==> src/mac_txt_pkg.sv <==
// ----------------------------------------------------------------------------
// mac_txt_pkg
// Shared widths, constants and types for the MAC address text parser.
// ----------------------------------------------------------------------------
package mac_txt_pkg;

  localparam int CHAR_W   = 8;
  localparam int NIBBLE_W = 4;
  localparam int COUNT_W  = 4;
  localparam int ADDR_W   = 48;

  // digits in a full address, and the saturation point of the digit count
  localparam logic [COUNT_W-1:0] MAC_DIGITS     = 4'd12;
  localparam logic [COUNT_W-1:0] COUNT_SATURATE = 4'd13;

  // offsets from ASCII code to nibble value
  localparam logic [CHAR_W-1:0] DIGIT_BASE = 8'h30;  // '0'
  localparam logic [CHAR_W-1:0] LOWER_BASE = 8'h57;  // 'a' - 10
  localparam logic [CHAR_W-1:0] UPPER_BASE = 8'h37;  // 'A' - 10

  // decoded character
  typedef struct packed {
    logic                is_hex;   // 0-9, a-f, A-F
    logic                is_bad;   // letter outside the hex range
    logic [NIBBLE_W-1:0] nibble;   // value when is_hex
  } char_class_t;

endpackage

==> src/mac_address_text_parser.sv <==
// ----------------------------------------------------------------------------
// mac_address_text_parser
// Parses a printed MAC address, one character per item, into 48 bits.
// ----------------------------------------------------------------------------
// Usage:
//   Slave side (s_*) takes one ASCII character per item in s_tdata, with
//   s_tlast high on the final character of the string. Non-alphanumeric
//   characters are separators and are skipped; a letter outside a-f/A-F
//   marks the string bad; hex digits are shifted in, first digit ending up
//   in bits 47..44. More than twelve digits also rejects the string.
//   Master side (m_*) gives one item per string, on its final character:
//   m_tuser is the ok flag, m_tdata the address (zero when rejected).
// Output: a final character reaches m_* via the input and result registers.
// Throughput: one character per cycle when not stalled (see Stall); all
//   per-character work sits in one pass of decode and shift logic between
//   the input register and the accumulator/result registers.
// Stall: while a result waits on m_tready, non-final characters keep
//   flowing; a final character holds in the input register until the
//   result register frees up (it may free in the same cycle).
// Reset: rst (synchronous) empties both registers and clears the parser
//   state; the state is also cleared after every final character.
// ----------------------------------------------------------------------------
module mac_address_text_parser
  import mac_txt_pkg::*;
(
  input  logic              clk,
  input  logic              rst,
  // slave side
  input  logic              s_tvalid,
  output logic              s_tready,
  input  logic [7:0]        s_tdata,   // [7:0] character
  input  logic              s_tlast,   // end_of_string
  // master side
  output logic              m_tvalid,
  input  logic              m_tready,
  output logic [47:0]       m_tdata,   // [47:0] mac_address
  output logic              m_tuser    // [0] address_ok
);

  // input register
  logic              in_valid;
  logic [CHAR_W-1:0] in_char;
  logic              in_last;

  // parser state
  logic [COUNT_W-1:0] digit_count;
  logic [ADDR_W-1:0]  address_accumulator;
  logic               bad_letter_seen;

  logic [COUNT_W-1:0] digit_count_next;
  logic [ADDR_W-1:0]  address_accumulator_next;
  logic               bad_letter_seen_next;

  // result register
  logic              out_valid;
  logic              out_ok;
  logic [ADDR_W-1:0] out_addr;

  char_class_t char_class;
  logic        advance;
  logic        result_ok;

  mac_txt_classify u_classify (
    .character  (in_char),
    .char_class (char_class)
  );

  // a final character needs a free (or freeing) result register
  assign advance  = in_valid && (!in_last || !out_valid || m_tready);
  assign s_tready = !in_valid || advance;

  always_comb begin
    address_accumulator_next = address_accumulator;
    digit_count_next         = digit_count;
    bad_letter_seen_next     = bad_letter_seen | char_class.is_bad;
    if (char_class.is_hex) begin
      if (digit_count < MAC_DIGITS) begin
        address_accumulator_next = {address_accumulator[ADDR_W-NIBBLE_W-1:0],
                                    char_class.nibble};
      end
      if (digit_count < COUNT_SATURATE) begin
        digit_count_next = digit_count + 1'b1;
      end
    end
  end

  assign result_ok = !bad_letter_seen_next && (digit_count_next == MAC_DIGITS);

  always_ff @(posedge clk) begin
    if (rst) begin
      in_valid            <= 1'b0;
      out_valid           <= 1'b0;
      digit_count         <= '0;
      address_accumulator <= '0;
      bad_letter_seen     <= 1'b0;
    end else begin
      if (s_tvalid && s_tready) begin
        in_valid <= 1'b1;
      end else if (advance) begin
        in_valid <= 1'b0;
      end

      if (advance) begin
        if (in_last) begin
          digit_count         <= '0;
          address_accumulator <= '0;
          bad_letter_seen     <= 1'b0;
        end else begin
          digit_count         <= digit_count_next;
          address_accumulator <= address_accumulator_next;
          bad_letter_seen     <= bad_letter_seen_next;
        end
      end

      if (advance && in_last) begin
        out_valid <= 1'b1;
      end else if (m_tready) begin
        out_valid <= 1'b0;
      end
    end
  end

  // payload registers
  always_ff @(posedge clk) begin
    if (s_tvalid && s_tready) begin
      in_char <= s_tdata;
      in_last <= s_tlast;
    end
    if (advance && in_last) begin
      out_ok   <= result_ok;
      out_addr <= result_ok ? address_accumulator_next : '0;
    end
  end

  assign m_tvalid = out_valid;
  assign m_tdata  = out_addr;
  assign m_tuser  = out_ok;

  // ---------------------------------------------------------------------------
  // assertions
  // ---------------------------------------------------------------------------
  a_count_range : assert property (@(posedge clk) disable iff (rst)
    digit_count <= COUNT_SATURATE)
    else $error("digit count beyond saturation");

  a_clear_after_final : assert property (@(posedge clk) disable iff (rst)
    advance && in_last |=> digit_count == '0 && !bad_letter_seen
                           && address_accumulator == '0)
    else $error("parser state not cleared after final character");

  a_reject_count : assert property (@(posedge clk) disable iff (rst)
    advance && in_last && digit_count_next != MAC_DIGITS |=> m_tvalid && !m_tuser)
    else $error("string with wrong digit count accepted");

  a_reject_zero : assert property (@(posedge clk) disable iff (rst)
    m_tvalid && !m_tuser |-> m_tdata == '0)
    else $error("rejected result carries a nonzero address");

endmodule

==> src/mac_txt_classify.sv <==
// ----------------------------------------------------------------------------
// mac_txt_classify
// Sorts one ASCII character into hex digit, bad letter or separator.
// ----------------------------------------------------------------------------
module mac_txt_classify
  import mac_txt_pkg::*;
(
  input  logic [CHAR_W-1:0] character,
  output char_class_t       char_class
);

  logic                is_digit;
  logic                is_lower_hex;
  logic                is_upper_hex;
  logic                is_lower_other;
  logic                is_upper_other;
  logic [CHAR_W-1:0]   offset;

  assign is_digit       = (character >= 8'h30) && (character <= 8'h39);
  assign is_lower_hex   = (character >= 8'h61) && (character <= 8'h66);
  assign is_upper_hex   = (character >= 8'h41) && (character <= 8'h46);
  assign is_lower_other = (character >= 8'h67) && (character <= 8'h7a);
  assign is_upper_other = (character >= 8'h47) && (character <= 8'h5a);

  always_comb begin
    if (is_lower_hex) begin
      offset = character - LOWER_BASE;
    end else if (is_upper_hex) begin
      offset = character - UPPER_BASE;
    end else begin
      offset = character - DIGIT_BASE;
    end
  end

  assign char_class.is_hex = is_digit | is_lower_hex | is_upper_hex;
  assign char_class.is_bad = is_lower_other | is_upper_other;
  assign char_class.nibble = offset[NIBBLE_W-1:0];

endmodule
==> config.mk <==
export PLATFORM = sky130hd
export DESIGN_NAME = mac_address_text_parser
export DESIGN_NICKNAME = d
export VERILOG_FILES = /design/src/mac_txt_pkg.sv /design/src/mac_address_text_parser.sv /design/src/mac_txt_classify.sv
export SDC_FILE = /design/constraint.sdc
export NUM_CORES = 1
export LEC_CHECK = 0
export BUFFER_PORTS_ARGS = -buffer_cell sky130_fd_sc_hd__clkbuf_2
export CAP_MARGIN = 25
export CORE_MARGIN = 10
export CORE_UTILIZATION = 40
export DETAILED_ROUTE_END_ITERATION = 16
export PLACE_DENSITY_LB_ADDON = 0.08
export SLEW_MARGIN = 5
export SYNTH_ARGS = -nofsm -noshare
export SYNTH_HDL_FRONTEND = slang
export SYNTH_SLANG_ARGS = --single-unit
==> constraint.sdc <==
create_clock -name clk -period 6.8 [get_ports clk]
set_clock_uncertainty 0.2 [all_clocks]
set_input_delay 1.02 -clock clk [delete_from_list [all_inputs] [get_ports clk]]
set_output_delay 1.02 -clock clk [all_outputs]
set_load 0.01 [all_outputs]
==> flow_summary.toml, run 1 <==
[routing]
detail_route.wirelength.met1_um = 5064
routed_wl_um = 10310
detail_route.drc_violations = 0
met2_length_um = 4472
routed.top_layer = "met4"
route.met3.wl_um = 626
total_vias_in_the_final_route = 3221
dr.first_iter.drc_count = 235
drt_pass1_iterations = 4
drt-vias-per-instance = 5.450
drt.antenna.violating_nets = 0
detail_route.wl_per_cell_um = 17.45

[synth]
postSynthCellCount = 370
synth_enable_flop_cells = 58
synthAdderAreaFrac_pct = 1.554
mean_post_synth_cell_area_um2 = 13.05
postSynth.topFlopCell = "sky130_fd_sc_hd__edfxtp_1"
yosys.area.top_type_share_pct = 36.06
synthesized_area_fraction_occupied_by_xor_and_xnor_cells_pct = 0
syn-cell-area_mm2 = 0.004830
synth_compound_gate_area_share_pct = 15.49
ys_async_sr_fraction_pct = 0
largest_family_of_logic_cells_by_synthesized_area = "compound AO/OA/AOI/OAI gates"
synthSimpleGateAreaFrac_pct = 10.44
synth-warning-count = 0
synth.yosys.seq_area_share_pct = 58.86
postSynthNetCount = 389
post_synth_num_cell_types = 47
synthMuxAreaShare_pct = 9.974
synthDominantAreaCellType = "sky130_fd_sc_hd__edfxtp_1"
synth.area.top_cells = "sky130_fd_sc_hd__edfxtp_1 36%, sky130_fd_sc_hd__dfxtp_1 23%, sky130_fd_sc_hd__mux2i_1 9.7%"
ys_ff_latch = 113

[critical_path]
rr_startpoint = "in_char[3]"
worst_path_dominant_cell_family = "simple AND/OR/NAND/NOR gates"
cp_data_arrival_time_ns = 3.51
cp.depth = 6
cp_slowest_cell = "sky130_fd_sc_hd__a31oi_4"
critical_path.max_fanout = 30
reg2reg_to = "m_tdata[10]"
worst_r2r_path_depth = 6
crit_type = "register to register"
r2r_slack_ns = 3.22
max_stage_delay_ns = 0.66
cp_num_buf_inv = 1
worstSetupEndpointType = "register"
worstPathCellList = "or4b_4 > or3_1 > o2bb2ai_1 > a31oi_4 > buf_4 > nor3_1"
timing.critical_path.required_ns = 6.73
timing.critical_path.from_type = "register"

[clocking]
clockRootBuffer = "sky130_fd_sc_hd__clkbuf_16"
tritoncts.num_buffers = 17
numClockSinks = 113
ctsResizeCount = 0
maximum_buffer_depth_of_the_clock_tree = 2
clk_pin_slew_ns = 0.05
cts_tree = "built"
cts.repair_timing.setup_buffer_count = 0
h-tree-depth = 4
cts.hold.buffers_added = 0
clkLatencyLatePin_ns = 0.41

[cells_and_area]
final_cell_area_mm2 = 0.005798
layout.area.seq_mm2 = 0.002843
multi_input_comb_area_mm2 = 0.001851
areaGrowthSynthToFinish_pct = 20.05
final_core_utilization_pct = 48.68
n_antenna_cell = 0
fin_nets = 450
fillers = 1115
drive_gt1_share_pct = 26.58

[grt]
vias_in_the_first_global_route = 3263
initial_antenna_violation_count = 0
overflow = 0
pin_count_of_the_biggest_net_entering_global_routing = 50
grt_usage_pct = 12.83
grt_first_pass_wirelength_um = 16970

[timing]
hold_vio_cnt_final = 0
rsz_0062_raised_after_global_routing = "false"
hold_slack_ns = 0.2732
layout_worst_path_cycle_share_pct = 52.65
setup_total_negative_slack_ns = 0
rel_slew_slack_pct = 44.66
timing.final.ws_setup_ns = 3.220
post-route-min-period_ns = 3.580
worst_slew_pin_slew_ns = 0.8245
timing.final.setup_violations = 0
achievable-frequency_mhz = 279.3
slew_violations = 0

[min_path]
timing.hold.worst.start = "address_accumulator[47]"
hold_end = "address_accumulator[47]"
min_path_cells = 1
timing.hold.worst.class = "register to register"

[run]
maxCapViolCount = 0

[floorplanning]
die_h_um = 129.9
die_area_mm2 = 0.01687
fp.coreArea_mm2 = 0.01191
start_util_pct = 40.55
fp-row-count = 40
design.portCount = 64
floorplan.die.width_um = 129.9

[power_and_ir_drop]
p_clk_share_pct = 49.1
power_switching_share_pct = 21.67
vdd_drop_max_uv = 146.2
p_sw_mw = 0.3381
power_frac_seq_pct = 46.8
power.combinational.fraction_pct = 4.2
power.static_leakage_nw = 2.337
intPower_mw = 1.222
cellPowerDensity_mw_per_mm2 = 269.1

[outcome]
run_status = "finished, final reports clean"

[place]
dp_hpwl_um = 6450
dpl_worst_slack_ns = 3.206
port_buffers = 63
placed_area_mm2 = 0.005260
routabilityCongestion = 0.8397
sequential cells by signal, indices dropped and copies added, names as in the netlist:
register / count
in_valid: 1
address_accumulator: 48
m_tuser: 1
in_char: 8
bad_letter_seen: 1
m_tdata: 48
m_tvalid: 1
digit_count: 4
in_last: 1
worst reg2reg max path, cell delays in order, from the launching register on:
cell	delay, ns
sky130_fd_sc_hd__edfxtp_1	0.49
sky130_fd_sc_hd__or4b_4	0.54
sky130_fd_sc_hd__or3_1	0.61
sky130_fd_sc_hd__o2bb2ai_1	0.25
sky130_fd_sc_hd__a31oi_4	0.66
sky130_fd_sc_hd__buf_4	0.44
sky130_fd_sc_hd__nor3_1	0.12
worst max path at each step:
| stage | start | to |
|---|---|---|
| floorplan | m_tready | m_tdata[0] |
| global placement | in_char[3] | m_tdata[24] |
| detailed placement | in_char[3] | m_tdata[27] |
| CTS | in_char[3] | m_tdata[27] |
| global route | in_char[0] | m_tdata[27] |
| finish | in_char[3] | m_tdata[10] |
metrics by stage:
| stage | std cells | power [mW] |
|---|---|---|
| after floorplan | 370 | 0.7866 |
| after global placement | 558 | 0.8068 |
| after detailed placement | 558 | 0.8076 |
| after CTS | 590 | 1.575 |
| after global routing | 591 | 1.617 |
| final | 591 | 1.560 |
synth_stat cells, types with 2 or more instances:
master,n
sky130_fd_sc_hd__nor2_1,8
sky130_fd_sc_hd__nor3_1,39
sky130_fd_sc_hd__and3_1,2
sky130_fd_sc_hd__a211oi_1,5
sky130_fd_sc_hd__a21oi_1,6
sky130_fd_sc_hd__buf_2,7
sky130_fd_sc_hd__a21o_1,2
sky130_fd_sc_hd__nand2b_1,3
sky130_fd_sc_hd__o2bb2ai_1,3
sky130_fd_sc_hd__a22o_1,45
sky130_fd_sc_hd__or3_1,3
sky130_fd_sc_hd__nand3_1,2
sky130_fd_sc_hd__nor3_2,10
sky130_fd_sc_hd__a32oi_1,2
sky130_fd_sc_hd__dfxtp_1,55
sky130_fd_sc_hd__clkbuf_1,15
sky130_fd_sc_hd__mux2i_1,47
sky130_fd_sc_hd__and2_1,2
sky130_fd_sc_hd__a31oi_1,3
sky130_fd_sc_hd__nor4_1,2
sky130_fd_sc_hd__nand2_1,6
sky130_fd_sc_hd__inv_1,8
sky130_fd_sc_hd__edfxtp_1,58
sky130_fd_sc_hd__ha_1,6
sky130_fd_sc_hd__buf_6,5
sky130_fd_sc_hd__a2111oi_4,3
sky130_fd_sc_hd__a31o_2,3
power groups by stage:
stage                     sequential (mW)  combinational (mW)  clock [mW]
after detailed placement            0.744              0.0638           0
after floorplan                     0.745              0.0420           0
after global placement              0.743              0.0634           0
after CTS                           0.730              0.0643       0.780
after global routing                0.730              0.0710       0.816
final                               0.730              0.0649       0.765
area by class of cell:
cell class	count	share of cell area (%)
Timing Repair Buffer	69	6.560
Inverter	8	0.5179
Sequential cell	113	49.03
Clock buffer	24	8.136
Tap cell	147	3.172
Clock inverter	8	0.6690
Multi-Input combinational cell	222	31.92
routing by layer:
metal / vias up / GRT usage, %
met3: 15 / 5.112
li1: 1559 / -
met4: 0 / 5.423
met5: - / 0
met2: 85 / 18.92
met1: 1562 / 16.34
cells in the final DEF, fill, tap and decap left out, drive strengths merged, types with 2 or more instances in the layout:
master,n
and2,2
buf,6
a32oi,2
nand2,6
clkbuf,87
dfxtp,55
nor3,49
nand3,2
o2bb2ai,3
inv,8
a31oi,4
a21oi,8
a2111oi,3
nand2b,3
clkinv,7
nor2,8
a31o,3
mux2i,47
and3,2
a211oi,5
edfxtp,58
a22o,45
a21o,2
nor4,2
ha,6
or3,3
cell families after synthesis:
family	after synthesis
multiplexers	48
AND/OR/NAND/NOR	85
adder cells (fa/ha/maj)	6
AO/OA/AOI/OAI	83
flip-flops	113
buffers and inverters	35
Power figures use the tool's default switching activity.
==> inputs of run 2 (changes only) <==
Clock period 6.8 ns to 3.5 ns, I/O delays scaled along.
==> flow_summary.toml, run 2 (synthesized netlist as in run 1, its figures left out) <==
[clocking]
clk_pin_slew_ns = 0.05
h-tree-depth = 4
maximum_buffer_depth_of_the_clock_tree = 2
clockRootBuffer = "sky130_fd_sc_hd__clkbuf_16"
clkLatencyLatePin_ns = 0.41
cts.hold.buffers_added = 0
ctsResizeCount = 0
cts_tree = "built"
numClockSinks = 113
cts.repair_timing.setup_buffer_count = 0
tritoncts.num_buffers = 17

[floorplanning]
fp-row-count = 40
die_h_um = 129.9
start_util_pct = 40.55
die_area_mm2 = 0.01687
design.portCount = 64
floorplan.die.width_um = 129.9
fp.coreArea_mm2 = 0.01191

[timing]
achievable-frequency_mhz = 326.1
worst_slew_pin_slew_ns = 0.7405
setup_total_negative_slack_ns = 0
timing.final.setup_violations = 0
layout_worst_path_cycle_share_pct = 87.62
post-route-min-period_ns = 3.067
rel_slew_slack_pct = 50.30
rsz_0062_raised_after_global_routing = "false"
hold_vio_cnt_final = 0
slew_violations = 0

[critical_path]
critical_path.max_fanout = 49
most_prevalent_standard_cell_on_the_critical_path = "sky130_fd_sc_hd__a2111oi_4"
worstSetupEndpointType = "register"
worstPathCellList = "or4b_4 > or3_1 > a2111oi_4 > a31oi_4 > buf_12 > a2111oi_4"
cp_slowest_cell = "sky130_fd_sc_hd__or3_1"
cp_num_buf_inv = 1
worst_path_dominant_cell_family = "simple AND/OR/NAND/NOR gates"
max_stage_delay_ns = 0.61
timing.critical_path.from_type = "register"
timing.critical_path.required_ns = 3.52
cp_data_arrival_time_ns = 3.08
crit_type = "register to register"

[routing]
drt-vias-per-instance = 5.392
detail_route.wl_per_cell_um = 17.71
detail_route.drc_violations = 0
routed.top_layer = "met4"
route.met3.wl_um = 570
drt.antenna.violating_nets = 0
detail_route.wirelength.met1_um = 5015
met2_length_um = 4745
routed_wl_um = 10480
total_vias_in_the_final_route = 3192
dr.first_iter.drc_count = 203
drt_pass1_iterations = 6

[grt]
pin_count_of_the_biggest_net_entering_global_routing = 50
grt_usage_pct = 13.11
vias_in_the_first_global_route = 3258
overflow = 0
initial_antenna_violation_count = 0
grt_first_pass_wirelength_um = 17240

[place]
port_buffers = 63
routabilityCongestion = 0.7971
post-place-cells = 560
dp_hpwl_um = 6619

[cells_and_area]
drive_gt1_share_pct = 27.19
fillers = 1071
layout_commonest_cell = "sky130_fd_sc_hd__clkbuf_2"
areaGrowthSynthToFinish_pct = 21.84
mostFrequentLayoutCells = "63 x sky130_fd_sc_hd__clkbuf_2, 58 x sky130_fd_sc_hd__edfxtp_1, 55 x sky130_fd_sc_hd__dfxtp_1"
fin_nets = 451
n_antenna_cell = 0
layoutNonFillerInstCount = 592

[power_and_ir_drop]
vdd_drop_max_uv = 336.4
power.static_leakage_nw = 2.384
cellPowerDensity_mw_per_mm2 = 536.0

[outcome]
run_status = "finished, final reports clean"

[min_path]
timing.hold.worst.class = "primary input to register"

[run]
maxCapViolCount = 0
## run 2: changes by cell type in the layout (fill, tap and decap cells not counted), sizes merged
cell	before	now
clkinv	7	1
clkbuf	87	92
inv	8	10
buf	6	7
clkinvlp	1	0
## run 2: layout make-up
class	count	area, um^2	area share [%]
Timing Repair Buffer	70	417.9	7.102
Sequential cell	113	2843	48.31
Inverter	8	30.03	0.5103
Tap cell	147	183.9	3.126
Clock buffer	29	541.8	9.207
Clock inverter	3	17.52	0.2977
Multi-Input combinational cell	222	1851	31.45
## run 2: layer usage
metal | up-vias | global-route usage, %
met3 | 17 | 4.746
met2 | 63 | 19.80
met4 | 0 | 5.688
li1 | 1561 | -
met1 | 1551 | 16.56
met5 | - | 0
## run 2: power breakdown
group / switching [mW] / total, mW / internal (mW)
combinational: 0.0835 / 0.128 / 0.0441
clock: 0.568 / 1.61 / 1.04
sequential: 0.0119 / 1.42 / 1.41
## run 2: worst reg2reg max path, stage by stage (launching register included)
cell,delay [ns]
sky130_fd_sc_hd__edfxtp_1,0.49
sky130_fd_sc_hd__or4b_4,0.54
sky130_fd_sc_hd__or3_1,0.61
sky130_fd_sc_hd__a2111oi_4,0.48
sky130_fd_sc_hd__a31oi_4,0.06
sky130_fd_sc_hd__buf_12,0.20
sky130_fd_sc_hd__a2111oi_4,0.29
## run 2: worst paths after layout
| path | startpoint | to | slack, ns | cells after the start |
|---|---|---|---|---|
| worst max-delay path | in_char[3] | m_tdata[3] | 0.43 | 6 |
| worst max register to register | in_char[3] | m_tdata[3] | 0.43 | 6 |
| worst min-delay path | s_tdata[6] | in_char[6] | 0.09 | 1 |
| worst min register to register | address_accumulator[46] | address_accumulator[46] | 0.28 | 1 |
## run 2: through the flow
stage	utilization, %	instance area (um^2)	setup slack (ns)	hold slack (ns)	total power, mW
global placement	44.71	5325	0.5125	0.2553	1.572
floorplan	-	4830	0.7648	0.2420	1.528
global route	49.40	5884	0.2101	0.07492	3.267
finish	49.40	5884	0.4334	0.09404	3.154
detailed placement	44.71	5325	0.4341	0.2572	1.574
CTS	49.40	5884	0.4101	0.07782	3.190
